[src/hdl/tfsq_pkg.sv]
`timescale 1ns / 1ps
`default_nettype none
// ----------------------------------------------------------------------------
// tfsq_pkg: shared types and constants of the three-queue split block
// Word formats, operation and status codes, and the command and status
// bundles passed between the controller and the datapath.
// ----------------------------------------------------------------------------
package tfsq_pkg;

   localparam int QUEUE_DEPTH_DEFAULT = 16;
   localparam int WORD_BITS_DEFAULT   = 32;

   localparam logic [1:0] KIND_ENQUEUE      = 2'd0;
   localparam logic [1:0] KIND_DEQUEUE      = 2'd1;
   localparam logic [1:0] KIND_REDISTRIBUTE = 2'd2;

   localparam logic [1:0] QUEUE_FIRST  = 2'd0;
   localparam logic [1:0] QUEUE_SECOND = 2'd1;
   localparam logic [1:0] QUEUE_THIRD  = 2'd2;

   localparam logic [1:0] STATUS_OK    = 2'd0;
   localparam logic [1:0] STATUS_EMPTY = 2'd1;
   localparam logic [1:0] STATUS_FULL  = 2'd2;

   typedef struct packed {
      logic [1:0]         kind;
      logic signed [31:0] value;
      logic [1:0]         queue_select;
   } req_type;

   typedef struct packed {
      logic signed [31:0] data_out;
      logic [1:0]         status;
   } rsp_type;

   typedef struct packed {
      logic       enqueue;
      logic       deq_capture;
      logic       pop;
      logic       redis_start;
      logic       move_write;
      logic       redis_end;
      logic       load_rsp;
      logic       rsp_take_data;
      logic [1:0] rsp_status;
   } dp_cmd_type;

   typedef struct packed {
      logic q0_full;
      logic q0_empty;
      logic sel_empty;
   } dp_status_type;

endpackage
`default_nettype wire

[src/hdl/tfsq_datapath.sv]
`timescale 1ns / 1ps
`default_nettype none
// ----------------------------------------------------------------------------
// tfsq_datapath: queue storage, pointers and result register
// Holds the three queue memories with registered reads, the read pointers,
// fill counts and write pointer of the first queue, and the result word.
// ----------------------------------------------------------------------------
module tfsq_datapath #(
   parameter int QUEUE_DEPTH = tfsq_pkg::QUEUE_DEPTH_DEFAULT,
   parameter int WORD_BITS   = tfsq_pkg::WORD_BITS_DEFAULT
) (
   input  logic                   clock,
   input  logic                   reset,
   input  tfsq_pkg::req_type      req_word,
   input  tfsq_pkg::dp_cmd_type   cmd,
   output tfsq_pkg::dp_status_type stat,
   output tfsq_pkg::rsp_type      rsp_word
);

   localparam int PTR_BITS = (QUEUE_DEPTH > 1) ? $clog2(QUEUE_DEPTH) : 1;
   localparam int CNT_BITS = $clog2(QUEUE_DEPTH + 1);
   localparam logic [PTR_BITS-1:0] PTR_LAST = PTR_BITS'(QUEUE_DEPTH - 1);
   localparam logic [CNT_BITS-1:0] CNT_FULL = CNT_BITS'(QUEUE_DEPTH);

   logic signed [WORD_BITS-1:0] first_mem  [QUEUE_DEPTH];
   logic signed [WORD_BITS-1:0] second_mem [QUEUE_DEPTH];
   logic signed [WORD_BITS-1:0] third_mem  [QUEUE_DEPTH];
   logic signed [WORD_BITS-1:0] rd_ff      [3];

   logic [PTR_BITS-1:0] rp_ff  [3];
   logic [PTR_BITS-1:0] rp_in  [3];
   logic [CNT_BITS-1:0] cnt_ff [3];
   logic [CNT_BITS-1:0] cnt_in [3];
   logic [PTR_BITS-1:0] wp0_ff;
   logic [PTR_BITS-1:0] wp0_in;
   logic                odd_ff;
   logic                odd_in;
   logic [1:0]          sel_ff;
   logic [1:0]          req_sel;
   tfsq_pkg::rsp_type   rsp_ff;

   always_comb begin
      req_sel = (req_word.queue_select > tfsq_pkg::QUEUE_THIRD) ?
                tfsq_pkg::QUEUE_THIRD : req_word.queue_select;
      stat.q0_full   = (cnt_ff[0] == CNT_FULL);
      stat.q0_empty  = (cnt_ff[0] == '0);
      stat.sel_empty = (cnt_ff[req_sel] == '0);
   end

   always_comb begin
      rp_in  = rp_ff;
      cnt_in = cnt_ff;
      wp0_in = wp0_ff;
      odd_in = odd_ff;
      if (cmd.enqueue) begin
         wp0_in    = (wp0_ff == PTR_LAST) ? '0 : wp0_ff + 1'b1;
         cnt_in[0] = cnt_ff[0] + 1'b1;
      end
      if (cmd.pop) begin
         rp_in[sel_ff]  = (rp_ff[sel_ff] == PTR_LAST) ? '0 : rp_ff[sel_ff] + 1'b1;
         cnt_in[sel_ff] = cnt_ff[sel_ff] - 1'b1;
      end
      if (cmd.redis_start) begin
         rp_in[1]  = '0;
         rp_in[2]  = '0;
         cnt_in[1] = '0;
         cnt_in[2] = '0;
         odd_in    = 1'b0;
      end
      if (cmd.move_write) begin
         rp_in[0]  = (rp_ff[0] == PTR_LAST) ? '0 : rp_ff[0] + 1'b1;
         cnt_in[0] = cnt_ff[0] - 1'b1;
         odd_in    = ~odd_ff;
         if (odd_ff) begin
            cnt_in[2] = cnt_ff[2] + 1'b1;
         end else begin
            cnt_in[1] = cnt_ff[1] + 1'b1;
         end
      end
      if (cmd.redis_end) begin
         rp_in[0] = '0;
         wp0_in   = '0;
      end
   end

   always_ff @(posedge clock) begin
      if (reset) begin
         rp_ff  <= '{default: '0};
         cnt_ff <= '{default: '0};
         wp0_ff <= '0;
         odd_ff <= 1'b0;
      end else begin
         rp_ff  <= rp_in;
         cnt_ff <= cnt_in;
         wp0_ff <= wp0_in;
         odd_ff <= odd_in;
      end
   end

   always_ff @(posedge clock) begin
      if (cmd.enqueue) begin
         first_mem[wp0_ff] <= WORD_BITS'(req_word.value);
      end
      if (cmd.move_write && !odd_ff) begin
         second_mem[cnt_ff[1][PTR_BITS-1:0]] <= rd_ff[0];
      end
      if (cmd.move_write && odd_ff) begin
         third_mem[cnt_ff[2][PTR_BITS-1:0]] <= rd_ff[0];
      end
      rd_ff[0] <= first_mem[rp_ff[0]];
      rd_ff[1] <= second_mem[rp_ff[1]];
      rd_ff[2] <= third_mem[rp_ff[2]];
   end

   always_ff @(posedge clock) begin
      if (cmd.deq_capture) begin
         sel_ff <= req_sel;
      end
      if (cmd.load_rsp) begin
         rsp_ff.data_out <= cmd.rsp_take_data ? 32'(rd_ff[sel_ff]) : '0;
         rsp_ff.status   <= cmd.rsp_status;
      end
   end

   assign rsp_word = rsp_ff;

   a_first_count_bound: assert property (@(posedge clock) disable iff (reset)
      int'(cnt_ff[0]) <= QUEUE_DEPTH)
      else $error("first queue count beyond its depth");

   a_split_count_bound: assert property (@(posedge clock) disable iff (reset)
      int'(cnt_ff[1]) + int'(cnt_ff[2]) <= QUEUE_DEPTH)
      else $error("second and third queues hold more than one queue's worth");

endmodule
`default_nettype wire

[src/hdl/tfsq_ctrl.sv]
`timescale 1ns / 1ps
`default_nettype none
// ----------------------------------------------------------------------------
// tfsq_ctrl: controller of the three-queue split block
// Accepts request words, sequences dequeue reads and the redistribute walk,
// and owns the handshake of both channels.
// ----------------------------------------------------------------------------
module tfsq_ctrl (
   input  logic                    clock,
   input  logic                    reset,
   input  logic                    req_valid,
   output logic                    req_stall,
   input  tfsq_pkg::req_type       req_word,
   output logic                    rsp_valid,
   input  logic                    rsp_stall,
   input  tfsq_pkg::dp_status_type stat,
   output tfsq_pkg::dp_cmd_type    cmd
);

   typedef enum logic [3:0] {
      ST_IDLE       = 4'b0001,
      ST_DEQ_WAIT   = 4'b0010,
      ST_MOVE_READ  = 4'b0100,
      ST_MOVE_WRITE = 4'b1000
   } state_type;

   state_type state_ff;
   state_type state_in;
   logic      rsp_valid_ff;
   logic      rsp_valid_in;
   logic      accept;

   assign req_stall = (state_ff != ST_IDLE) || (rsp_valid_ff && rsp_stall);
   assign accept    = req_valid && !req_stall;
   assign rsp_valid = rsp_valid_ff;

   always_comb begin
      cmd      = '0;
      state_in = state_ff;
      case (state_ff)
         ST_IDLE: begin
            if (accept) begin
               case (req_word.kind)
                  tfsq_pkg::KIND_ENQUEUE: begin
                     cmd.load_rsp = 1'b1;
                     if (stat.q0_full) begin
                        cmd.rsp_status = tfsq_pkg::STATUS_FULL;
                     end else begin
                        cmd.enqueue    = 1'b1;
                        cmd.rsp_status = tfsq_pkg::STATUS_OK;
                     end
                  end
                  tfsq_pkg::KIND_DEQUEUE: begin
                     if (stat.sel_empty) begin
                        cmd.load_rsp   = 1'b1;
                        cmd.rsp_status = tfsq_pkg::STATUS_EMPTY;
                     end else begin
                        cmd.deq_capture = 1'b1;
                        state_in        = ST_DEQ_WAIT;
                     end
                  end
                  tfsq_pkg::KIND_REDISTRIBUTE: begin
                     cmd.redis_start = 1'b1;
                     state_in        = ST_MOVE_READ;
                  end
                  default: begin
                     cmd.load_rsp   = 1'b1;
                     cmd.rsp_status = tfsq_pkg::STATUS_OK;
                  end
               endcase
            end
         end
         ST_DEQ_WAIT: begin
            cmd.pop           = 1'b1;
            cmd.load_rsp      = 1'b1;
            cmd.rsp_take_data = 1'b1;
            cmd.rsp_status    = tfsq_pkg::STATUS_OK;
            state_in          = ST_IDLE;
         end
         ST_MOVE_READ: begin
            if (stat.q0_empty) begin
               cmd.redis_end  = 1'b1;
               cmd.load_rsp   = 1'b1;
               cmd.rsp_status = tfsq_pkg::STATUS_OK;
               state_in       = ST_IDLE;
            end else begin
               state_in = ST_MOVE_WRITE;
            end
         end
         ST_MOVE_WRITE: begin
            cmd.move_write = 1'b1;
            state_in       = ST_MOVE_READ;
         end
         default: begin
            state_in = ST_IDLE;
         end
      endcase
   end

   always_comb begin
      rsp_valid_in = rsp_valid_ff && rsp_stall;
      if (cmd.load_rsp) begin
         rsp_valid_in = 1'b1;
      end
   end

   always_ff @(posedge clock) begin
      if (reset) begin
         state_ff     <= ST_IDLE;
         rsp_valid_ff <= 1'b0;
      end else begin
         state_ff     <= state_in;
         rsp_valid_ff <= rsp_valid_in;
      end
   end

   a_no_overwrite: assert property (@(posedge clock) disable iff (reset)
      cmd.load_rsp |-> !(rsp_valid_ff && rsp_stall))
      else $error("result loaded over a word still waiting");

   a_enqueue_answers: assert property (@(posedge clock) disable iff (reset)
      (accept && req_word.kind == tfsq_pkg::KIND_ENQUEUE) |=> rsp_valid_ff)
      else $error("enqueue gave no result in the next cycle");

   a_dequeue_returns: assert property (@(posedge clock) disable iff (reset)
      (state_ff == ST_DEQ_WAIT) |=> (state_ff == ST_IDLE) && rsp_valid_ff)
      else $error("dequeue read did not complete");

endmodule
`default_nettype wire

[src/hdl/three_fifo_split_queue.sv]
`timescale 1ns / 1ps
`default_nettype none
// ----------------------------------------------------------------------------
// three_fifo_split_queue: three bounded queues with an even/odd split
// Top level joining the controller and the queue datapath.
// ----------------------------------------------------------------------------
// Each request word gives exactly one result word. An enqueue, a refused
// dequeue and an unused kind give their result in the cycle after they are
// accepted. A dequeue waits in ST_DEQ_WAIT, as the queue memories have
// registered read ports. A redistribute moves every word of the first queue
// through the single read port of the first queue memory and then writes it
// to the second or third queue. One request is in work at a time; a new one
// is taken in the cycle its predecessor's result leaves or afterwards.
module three_fifo_split_queue #(
   parameter int QUEUE_DEPTH = tfsq_pkg::QUEUE_DEPTH_DEFAULT,
   parameter int WORD_BITS   = tfsq_pkg::WORD_BITS_DEFAULT
) (
   input  logic              clock,
   input  logic              reset,
   input  logic              req_valid,
   output logic              req_stall,
   input  tfsq_pkg::req_type req_word,
   output logic              rsp_valid,
   input  logic              rsp_stall,
   output tfsq_pkg::rsp_type rsp_word
);

   tfsq_pkg::dp_cmd_type    cmd;
   tfsq_pkg::dp_status_type stat;

   tfsq_ctrl u_ctrl (
      .clock     (clock),
      .reset     (reset),
      .req_valid (req_valid),
      .req_stall (req_stall),
      .req_word  (req_word),
      .rsp_valid (rsp_valid),
      .rsp_stall (rsp_stall),
      .stat      (stat),
      .cmd       (cmd)
   );

   tfsq_datapath #(
      .QUEUE_DEPTH (QUEUE_DEPTH),
      .WORD_BITS   (WORD_BITS)
   ) u_datapath (
      .clock    (clock),
      .reset    (reset),
      .req_word (req_word),
      .cmd      (cmd),
      .stat     (stat),
      .rsp_word (rsp_word)
   );

endmodule
`default_nettype wire
[config.mk]
export PLATFORM = sky130hd
export DESIGN_NAME = three_fifo_split_queue
export DESIGN_NICKNAME = d
export VERILOG_FILES = /design/src/hdl/tfsq_pkg.sv /design/src/hdl/tfsq_datapath.sv /design/src/hdl/tfsq_ctrl.sv /design/src/hdl/three_fifo_split_queue.sv
export SDC_FILE = /design/constraint.sdc
export NUM_CORES = 1
export LEC_CHECK = 0
export ABC_CLOCK_PERIOD_IN_PS = 11500
export BUFFER_PORTS_ARGS = -buffer_cell sky130_fd_sc_hd__buf_4
export CAP_MARGIN = 5
export CELL_PAD_IN_SITES_DETAIL_PLACEMENT = 0
export CELL_PAD_IN_SITES_GLOBAL_PLACEMENT = 1
export CORE_ASPECT_RATIO = 0.5
export CORE_MARGIN = 2
export CORE_UTILIZATION = 55
export CTS_CLUSTER_SIZE = 20
export DETAILED_ROUTE_END_ITERATION = 6
export PLACE_DENSITY_LB_ADDON = 0.1
export SLEW_MARGIN = 30
export SYNTH_ARGS = -nofsm -noshare
export SYNTH_HDL_FRONTEND = slang
export SYNTH_SLANG_ARGS = --single-unit
[constraint.sdc]
create_clock -name clock -period 11.5 [get_ports clock]
set_input_delay 1.725 -clock clock [delete_from_list [all_inputs] [get_ports clock]]
set_output_delay 1.725 -clock clock [all_outputs]
set_load 0.005 [all_outputs]
==> run metrics, run 1 <==
status complete, no violations; Area contributors post-synth edfxtp_1, mux4_2, dfxtp_1, mux2i_1, nor2_1; Cells after DPL 4388; top cells by count, synth edfxtp_1, mux4_2, dfxtp_1, nor2_1, clkbuf_1; startpoint types input pin; Vias 29010; yosys warns 0; slowest CP cell nand2_1; Via density 6.229; pwr/cell area 166.1 nW/um^2; Setup Viol. Count Final 0; initial antenna violation count 9; Core Util, Final 62.29%; # port buffers 75; register area share after synthesis 77.80%; number of global-route vias before repair 29300; WS Path Type in -> out; hold buffers post-CTS 0; Crit path required time 9.78 ns; worst-path fanout max 7; Reg power frac 56.8%; Post-Syn Nets 2858; Max Root-Sink Buffers 3; core area 115700 um^2; total track usage 24.15%; largest net degree at the start of global routing 106; DRT Pass-1 Iters 5; fraction of layout cells with a size suffix above 1 30.25%; Die Y 246.0 um; adder-cell share of the synthesized area 0.3497%; WP data arrival 2.29 ns; Initial DRC Count 3538; Total Power 11.97 mW; Clk pwr share 41.7%; global route total overflow 0; die width 487.9 um; Synth async-reset ratio 0%; worst hold path type reg -> reg; Post-CTS Setup Bufs 0; Worst Tran Pin Value 0.9852 ns; Fin. Hold Viols 0; post_cts resized 0; main combinational cell family by area after synthesis multiplexers; post-synthesis xor/xnor area fraction 0.2176%; DP Wirelength 75340 um; Netlist cell types 61; multiplexer share of the synthesized area 17.46%; delay-heaviest family, CP buffers and inverters; fmax 0.2488 GHz; die area 120000 um^2; crit path cell chain buf_4 > nand2_1 > nand2_1 > buf_4; first-pass GRT wire length 204500 um; RSZ-0062 raised after global routing no; Starting Density 55.65%; # Max-Cap Violations 0; WL per Instance 30.40 um; global placer's final weighted congestion 0.7673; post-route clock period utilization 34.95%; clock tree sinks 1717; # rows 88; Pins Over Slew Limit 0; most area-hungry cell type in the Yosys netlist edfxtp_1; total CTS buffers 146; Synth Instances 2800; Syn Std Cell Area 64400 um^2; post-synthesis compound-gate area fraction 1.080%; Max VDD drop 0.0001347 V; EDFF count, synth 1572; Synth top area share 73.30%; fillcell total 7871; total length of routed wires 141600 um; number of remaining DRC errors 0; leakage 22.04 nW; synthesized flop and latch total 1717; Net Sw Power 2.315 mW; P_int 9.658 mW; CTS tree done; Non-Filler Instances 4658; NumNets Final 3021; WP buf/inv 2; min cycle time layout 4.019 ns; final setup TNS 0 ns; CTS Root Buffer Type clkbuf_16; Detail Route Antenna Nets 0; Slew HR 34.32%; crit end category output pin; Fin Clk Skew 0.02335 ns; main flop type after synthesis edfxtp_1; top-count cell post-synth edfxtp_1; I/O pin cnt 76; worst stage delay on the critical path 0.19 ns; Synth Area in Simple Gates 2.088%; area grow syn2layout 11.93%; Clk Latency, worst-skew pair 0.76 ns; Mean Syn Cell Area 23.00 um^2; CTS H-tree lvls 4; CTS clock-pin slew for the worst setup and hold paths 0.07 ns; Comb pwr share 1.5%; Net Sw Frac 19.34%
==> power by group through the flow <==
stage               Combinational, mW  Sequential [mW]  Clock (mW)
detailed placement              0.176             6.94           0
floorplan                      0.0532             6.96           0
global placement                0.169             6.94           0
finish                          0.175             6.80        4.99
global route                    0.192             6.80        5.32
CTS                             0.176             6.80        5.08
==> cell families after synthesis <==
family	count (synthesis)
DFF	1717
muxes	523
and+or+nand+nor	263
buffers and inverters	152
AOI/OAI and AO/OA	111
adders and majority gates	18
xor gates and xnor gates	16
==> cell type report <==
cell class              count  area, um^2  area share (%)
repair buffers            158        1271           1.763
flip-flops and latches   1717       50140           69.56
clock buffers             196        4118           5.712
diodes                      2       5.005        0.006943
inverters                   9       33.78         0.04686
well taps                1575        1971           2.734
clock inverters            70       683.2          0.9477
multi-input cells         931       13860           19.23
==> routing by layer <==
metal  routed length, um  global-route usage, %  up-vias
met3               10920                  5.056      183
met5                   0                      0        -
met1               62970                  36.99    15670
met4                2747                  6.458        0
met2               64960                  35.86     1029
li1                    -                      -    12130
==> flip-flops by register name (all words and copies together) (netlist names), named ones only <==
signal	count
u_datapath.wp0_ff	4
u_datapath.third_mem	512
u_datapath.first_mem	512
u_datapath.odd_ff	1
u_datapath.rp_ff	12
u_datapath.sel_ff	2
u_datapath.second_mem	512
u_datapath.rd_ff	96
u_datapath.rsp_word	34
u_datapath.cnt_ff	15
u_ctrl.state_ff	4
u_ctrl.rsp_valid	1
==> worst paths after layout <==
kind	from	to	slack (ns)	cells past startpoint
setup / recovery	rsp_stall	req_stall	7.48	4
hold / removal	u_datapath.rp_ff[5]$_SDFFE_PP0P_	register	0.47	2
setup reg to reg	u_ctrl.state_ff[0]$_SDFFE_PP1P_	u_datapath.first_mem[9][12]$_DFFE_PP_	7.79	5
hold reg to reg	u_datapath.rp_ff[5]$_SDFFE_PP0P_	register	0.47	2
==> through the flow <==
step	worst slack (ns)	hold slack [ns]	instance area (um^2)
final	7.481	0.4715	72090
after floorplan	5.892	0.4501	64400
after global placement	6.805	0.4616	67180
after CTS	7.403	0.4725	72030
after detailed placement	6.829	0.4603	67230
after global routing	7.277	0.5161	72090
==> cell usage in the layout (no fill, tap or decap), types with 5 or more instances in the layout <==
| cell | n |
|---|---|
| a211oi_1 | 5 |
| a21oi_1 | 55 |
| a2bb2oi_1 | 7 |
| a31oi_1 | 6 |
| and2_2 | 16 |
| and2_4 | 12 |
| and3_1 | 6 |
| buf_4 | 151 |
| bufinv_16 | 13 |
| clkbuf_1 | 28 |
| clkbuf_16 | 151 |
| clkbuf_8 | 17 |
| clkinv_1 | 22 |
| clkinv_2 | 25 |
| dfxtp_1 | 133 |
| dfxtp_2 | 5 |
| dfxtp_4 | 7 |
| edfxtp_1 | 1572 |
| ha_1 | 18 |
| inv_1 | 9 |
| inv_6 | 5 |
| mux2i_1 | 42 |
| mux4_2 | 480 |
| nand2_1 | 40 |
| nand2b_1 | 7 |
| nand3_1 | 17 |
| nor2_1 | 87 |
| nor2_4 | 17 |
| nor2b_1 | 6 |
| nor3_1 | 10 |
| nor3b_1 | 5 |
| nor4_1 | 6 |
| nor4b_1 | 5 |
| o21ai_0 | 8 |
| xnor2_1 | 8 |
| xor2_1 | 8 |
==> tightest hold or removal path: stages, from the launching register on <==
cell and delay [ns]:
dfxtp_1 0.31, nand2_1 0.05, a21oi_1 0.07
Note: power is estimated with default switching activity, not from simulation.
==> run 2, diff against run 1 <==
Settings changed: ABC_CLOCK_PERIOD_IN_PS 11500 to 3300, CORE_UTILIZATION 55 to 51.
Clock period 11.5 ns to 3.3 ns, I/O delays scaled along.
==> run 2 against run 1 <==
Die area up 7.7%. Worst setup slack got worse by 7.0 ns. Sequential share of layout area is 1.2 points lower. Register-to-register slack worse by 7.3 ns. Clock power grew to 3.5 times the previous value. Wire length rose by 1.4%. Cell area increased by 1.8%.
==> run metrics, run 2 (synthesized netlist as in run 1, its figures left out) <==
Fin Hold WS 0.05253 ns (-0.4189 ns); Worst Tran Pin Value 0.9040 ns (-0.08122 ns); CTS clock-pin slew for the worst setup and hold paths 0.07 ns (about the same); Vias 29030 (+0.045%); min cycle time layout 2.825 ns; DRT Pass-1 Iters 7 (+2); crit end category register; most frequent cells in the layout edfxtp_1, mux4_2, clkbuf_16, buf_4, dfxtp_1; # port buffers 75 (unchanged); total track usage 22.63% (-1.5 points); # rows 92 (+4.5%); Clk Latency, worst-skew pair 0.76 ns (about the same); die width 506.6 um (+3.8%); pwr/cell area 572.7 nW/um^2 (+240%); first-pass GRT wire length 208500 um (+1.9%); initial antenna violation count 8 (-1); WP data arrival 3.26 ns (+0.97 ns); clock tree sinks 1717 (unchanged); CTS tree done; Max VDD drop 0.0003741 V (+180%); fmax 0.3540 GHz; WL per Instance 29.74 um (-2.2%); crit path cell chain nor4b_2 > buf_4 > and2_1 > nand2_1 > nor2_4 > buf_12; I/O pin cnt 76 (unchanged); Initial DRC Count 3009 (-15%); worst-path fanout max 24 (+17); RSZ-0062 raised after global routing no; most common cell after layout, fill and taps aside edfxtp_1; number of remaining DRC errors 0 (unchanged); global route total overflow 0 (unchanged); register area 50140 um^2 (about the same); status complete, no violations; Setup Viol. Count Final 0 (unchanged); CTS H-tree lvls 4 (unchanged); Slew HR 39.73% (+5.4 points); post-route clock period utilization 85.61%; fraction of layout cells with a size suffix above 1 30.99% (+0.74 points); Fin Clk Skew 0.02684 ns (+0.003487 ns); Placed Area 68420 um^2 (+1.8%); Die Y 255.3 um (+3.8%); total CTS buffers 149 (+2.1%); CTS Root Buffer Type clkbuf_16; area occupied by multi-input gates 13850 um^2 (about the same); # Max-Cap Violations 0 (unchanged); largest net degree at the start of global routing 65 (-39%); final setup TNS 0 ns (unchanged); Starting Density 51.28% (-4.4 points); WS Path Type reg -> reg; delay-heaviest family, CP simple AND/OR/NAND/NOR gates; NumNets Final 3069 (+1.6%); worst stage delay on the critical path 0.47 ns (+0.28 ns); number of global-route vias before repair 29510 (+0.70%); Worst R2R Setup Slack 0.47 ns (-7.32 ns); die area 129300 um^2 (+7.7%); Fin. Hold Viols 0 (unchanged); DP Wirelength 82200 um (+9.1%); startpoint types register; worst hold path type in -> reg; WP buf/inv 2 (unchanged); Via density 6.015 (-3.4%); core area 125600 um^2 (+8.5%); Finished Cell Area 73400 um^2 (+1.8%); Pins Over Slew Limit 0 (unchanged); global placer's final weighted congestion 0.7776 (+1.3%); fillcell total 8960 (+14%); slowest CP cell dfxtp_1; leakage 22.46 nW (+1.9%); total length of routed wires 143500 um (+1.4%); Crit path required time 3.74 ns (-6.04 ns); Post-CTS Setup Bufs 0 (unchanged); area grow syn2layout 13.97%; Detail Route Antenna Nets 0 (unchanged); Max Root-Sink Buffers 3 (unchanged)
==> run 2: changes by cell type in the layout (fill, tap and decap cells not counted), moves of 3 or more <==
| cell | before | now |
|---|---|---|
| and2_2 | 16 | 28 |
| and2_4 | 12 | 0 |
| and4_2 | 0 | 3 |
| and4_4 | 3 | 0 |
| buf_12 | 3 | 64 |
| buf_4 | 151 | 133 |
| clkbuf_1 | 28 | 37 |
| clkbuf_16 | 151 | 157 |
| clkbuf_8 | 17 | 12 |
| clkinv_1 | 22 | 19 |
| dlygate4sd3_1 | 0 | 6 |
| inv_6 | 5 | 0 |
==> run 2: path summary, 6_finish.rpt <==
check,to,cells past startpoint,startpoint
setup / recovery,u_datapath.third_mem[1][20]$_DFFE_PP_,6,u_ctrl.state_ff[3]$_SDFFE_PP0P_
hold / removal,u_datapath.first_mem[15][21]$_DFFE_PP_,1,req_word[23]
setup reg to reg,u_datapath.third_mem[1][20]$_DFFE_PP_,6,u_ctrl.state_ff[3]$_SDFFE_PP0P_
hold reg to reg,register,2,u_datapath.rp_ff[4]$_SDFFE_PP0P_
==> run 2: timing repair <==
item | CTS | global route
hold buffers | 6 | 0
endpoints found under the hold margin | 53 | 0
resized for setup | 0 | 0
==> run 2: area by class of cell <==
type	count	area share, %
inverter	9	0.04602
clock buffer	206	5.767
timing repair buffer	203	3.188
multi-input combinational	931	18.87
sequential	1717	68.31
antenna	4	0.01364
clock inverter	64	0.9205
tap	1692	2.884
==> run 2: layer usage <==
layer | vias up | global-route usage, % | part of all wire, %
li1 | 12230 | - | -
met5 | - | 0 | 0.0056
met2 | 806 | 35.16 | 47
met3 | 138 | 3.733 | 6.0
met1 | 15850 | 34.32 | 45
met4 | 2 | 4.853 | 1.3
==> run 2: power by group <==
part / internal, mW / switching, mW / total, mW / leakage (nW)
Sequential: 23.7 / 0.0548 / 23.7 / 15.4
Combinational: 0.197 / 0.423 / 0.620 / 4.68
Clock: 10.1 / 7.61 / 17.7 / 2.40
Total: 34.0 / 8.09 / 42.0 / 22.5
==> run 2: through the flow <==
stage	cells	setup slack (ns)	total power, mW	util (%)
final	4826	0.4749	42.04	58.45
after global routing	4823	0.3159	43.25	58.44
after CTS	4822	0.4658	42.42	58.44
after detailed placement	4546	0.5198	24.83	54.48
after global placement	4546	0.5271	24.80	54.48
after floorplan	2800	0.3057	24.44	-
==> run 2: worst register-to-register path, cell delays in order (launching register included) <==
cell,delay [ns]
dfxtp_1,0.47
nor4b_2,0.26
buf_4,0.24
and2_1,0.45
nand2_1,0.38
nor2_4,0.41
buf_12,0.28
==> run 3, diff against run 2 <==
Settings changed: CELL_PAD_IN_SITES_DETAIL_PLACEMENT 0 to default, CELL_PAD_IN_SITES_GLOBAL_PLACEMENT 1 to default, CORE_UTILIZATION 51 to 55, PLACE_DENSITY from default to 0.74, PLACE_DENSITY_LB_ADDON 0.1 to default.
==> run 3 against run 2 <==
Clock power about the same. Wire length increased by 2.1%. Utilization grew 4.9 points. Global-route usage up 2.3 points. Largest cell class unchanged. Combinational power barely moved. Hold slack got worse by 0.00067 ns. Flip-flop and latch count is the same. Cell count fell by 1.9%. Sequential power about the same.
==> run metrics, run 3 (synthesized netlist as in run 1, its figures left out) <==
status complete, no violations; Starting Density 55.65% (+4.4 points); fraction of layout cells with a size suffix above 1 31.49% (+0.50 points); Detail Route Antenna Nets 0 (unchanged); leakage 22.57 nW (+0.48%); Clk Latency, worst-skew pair 0.76 ns (about the same); global placer's final weighted congestion 0.8863 (+14%); Reg-to-Reg End u_datapath.first_mem[0][0]$_DFFE_PP_; Reg power frac 56.7% (+0.2 points); most frequent cells in the layout edfxtp_1, mux4_2, buf_4, clkbuf_16, dfxtp_1; number of global-route vias before repair 30630 (+3.8%); CTS clock-pin slew for the worst setup and hold paths 0.07 ns (about the same); pwr/cell area 571.6 nW/um^2 (-0.19%); number of remaining DRC errors 0 (unchanged); # rows 88 (-4.3%); Fin. Hold Viols 0 (unchanged); Vias 30450 (+4.9%); worst hold path cell count 1 (unchanged); WL per Instance 30.96 um (+4.1%); WS Path Type reg -> reg; total CTS buffers 145 (-2.7%); Net Sw Frac 19.36% (+0.12 points); Worst R2R Setup Slack 0.41 ns (-0.06 ns); Net Sw Power 8.111 mW (+0.28%); WP data arrival 3.30 ns (+0.04 ns); # Max-Cap Violations 0 (unchanged); fmax 0.3461 GHz (-2.2%); clock tree sinks 1717 (unchanged); P_int 33.78 mW (-0.50%); Fin Hold WS 0.05186 ns (-0.0006696 ns); largest net degree at the start of global routing 65 (unchanged); final setup TNS 0 ns (unchanged); Non-Filler Instances 4733 (-1.9%); CTS tree done; Worst Tran Pin Value 0.9142 ns (+0.01020 ns); DP Worst Slack 0.1925 ns (-0.3273 ns); min cycle time layout 2.889 ns (+0.06400 ns); CTS Root Buffer Type clkbuf_16; crit end category register; worst r2r path cells 6 (unchanged); CTS H-tree lvls 4 (unchanged); Fin Clk Skew 0.02961 ns (+0.002769 ns); NumNets Final 3096 (+0.88%); core area 115700 um^2 (-7.9%); Setup Viol. Count Final 0 (unchanged); DRT Pass-1 Iters 5 (-2); first-pass GRT wire length 213800 um (+2.6%); fillcell total 7357 (-18%); initial antenna violation count 3 (-5); Comb pwr share 1.5% (about the same); area grow syn2layout 13.79%; most common cell after layout, fill and taps aside edfxtp_1; global route total overflow 0 (unchanged); Reg-to-Reg Start u_ctrl.state_ff[0]$_SDFFE_PP1P_; Post-CTS Setup Bufs 0 (unchanged); die width 487.9 um (-3.7%); total length of routed wires 146500 um (+2.1%); die area 120000 um^2 (-7.2%); crit path from u_ctrl.state_ff[0]$_SDFFE_PP1P_; Max VDD drop 0.0005189 V (+39%); Clk pwr share 41.8% (-0.3 points); Cells after DPL 4454 (-2.0%); Die Y 246.0 um (-3.6%); Finished Cell Area 73290 um^2 (-0.16%); Pins Over Slew Limit 0 (unchanged); DP Wirelength 83730 um (+1.9%); Placed Area 68320 um^2 (-0.15%); Via density 6.433 (+7.0%); Initial DRC Count 4031 (+34%); Max Root-Sink Buffers 3 (unchanged); RSZ-0062 raised after global routing no; I/O pin cnt 76 (unchanged); startpoint types register; post-route clock period utilization 87.55% (+1.9 points); worst-path fanout max 21 (-13%); Slew HR 38.19% (-1.5 points); setup ws final 0.4109 ns (-0.06400 ns); worst hold path type in -> reg; CP Capture Point u_datapath.first_mem[0][0]$_DFFE_PP_; # port buffers 75 (unchanged); Crit path required time 3.71 ns (-0.03 ns); total track usage 24.94% (+2.3 points)
## run 3: cell count changes in the layout (fill, tap and decap cells not counted), sizes merged
cell | previous run | this run
buf | 197 | 222
clkbuf | 206 | 200
clkinvlp | 4 | 3
diode | 4 | 1
clkinv | 45 | 47
bufinv | 14 | 15
dlygate4sd3 | 6 | 12
## run 3: worst min-delay path by stage
stage                                                  endpoint                        startpoint
after floorplan                                        register  u_datapath.rp_ff[4]$_SDFFE_PP0P_
after detailed placement                               register  u_datapath.rp_ff[5]$_SDFFE_PP0P_
after CTS                 u_datapath.first_mem[13][3]$_DFFE_PP_                       req_word[5]
after global placement                                 register  u_datapath.rp_ff[5]$_SDFFE_PP0P_
final                     u_datapath.first_mem[5][21]$_DFFE_PP_                      req_word[23]
after global routing      u_datapath.first_mem[15][6]$_DFFE_PP_                       req_word[8]
## run 3: per-stage QoR
step / util (%) / power [mW]
after CTS: 63.32 / 42.11
after global routing: 63.33 / 42.97
after floorplan: - / 24.44
after detailed placement: 59.04 / 24.82
after global placement: 59.04 / 24.79
final: 63.33 / 41.89
## run 3: worst max-delay path: stages, from the launching register on
cell	delay, ns
dfxtp_1	0.46
nor4b_2	0.47
and3_1	0.30
nand2_1	0.17
nor3_1	0.51
and2_2	0.27
buf_4	0.33
## run 3: what timing repair did
item,CTS,global route
hold buffers,12,0
setup endpoints to repair,0,142
resized for setup,0,1
endpoints found under the hold margin,99,0
## run 3: layout make-up
class                   count  area (um^2)  area share (%)
clock inverters            66        738.2           1.007
well taps                1575         1971           2.689
repair buffers            234         2462           3.360
diodes                      1        2.502        0.003415
clock buffers             200         4101           5.597
flip-flops and latches   1717        50140           68.41
multi-input cells         931        13840           18.88
inverters                   9        33.78         0.04610
## run 3: per-layer routing
metal  share of wire [%]  wire length, um  track usage [%]  vias up
met2                  49            71370            39.55     1703
met5              0.0089               13                0        -
met3                 9.3            13640            5.196      200
met1                  40            58230            35.68    16250
li1                    -                -                -    12290
met4                 2.2             3279            7.097        2
## run 3: power groups by stage
| stage | combinational (mW) | clock, mW | sequential, mW |
|---|---|---|---|
| global route | 0.662 | 18.6 | 23.7 |
| global placement | 0.572 | 0 | 24.2 |
| finish | 0.620 | 17.5 | 23.7 |
| CTS | 0.615 | 17.8 | 23.7 |
| detailed placement | 0.599 | 0 | 24.2 |
| floorplan | 0.189 | 0 | 24.3 |
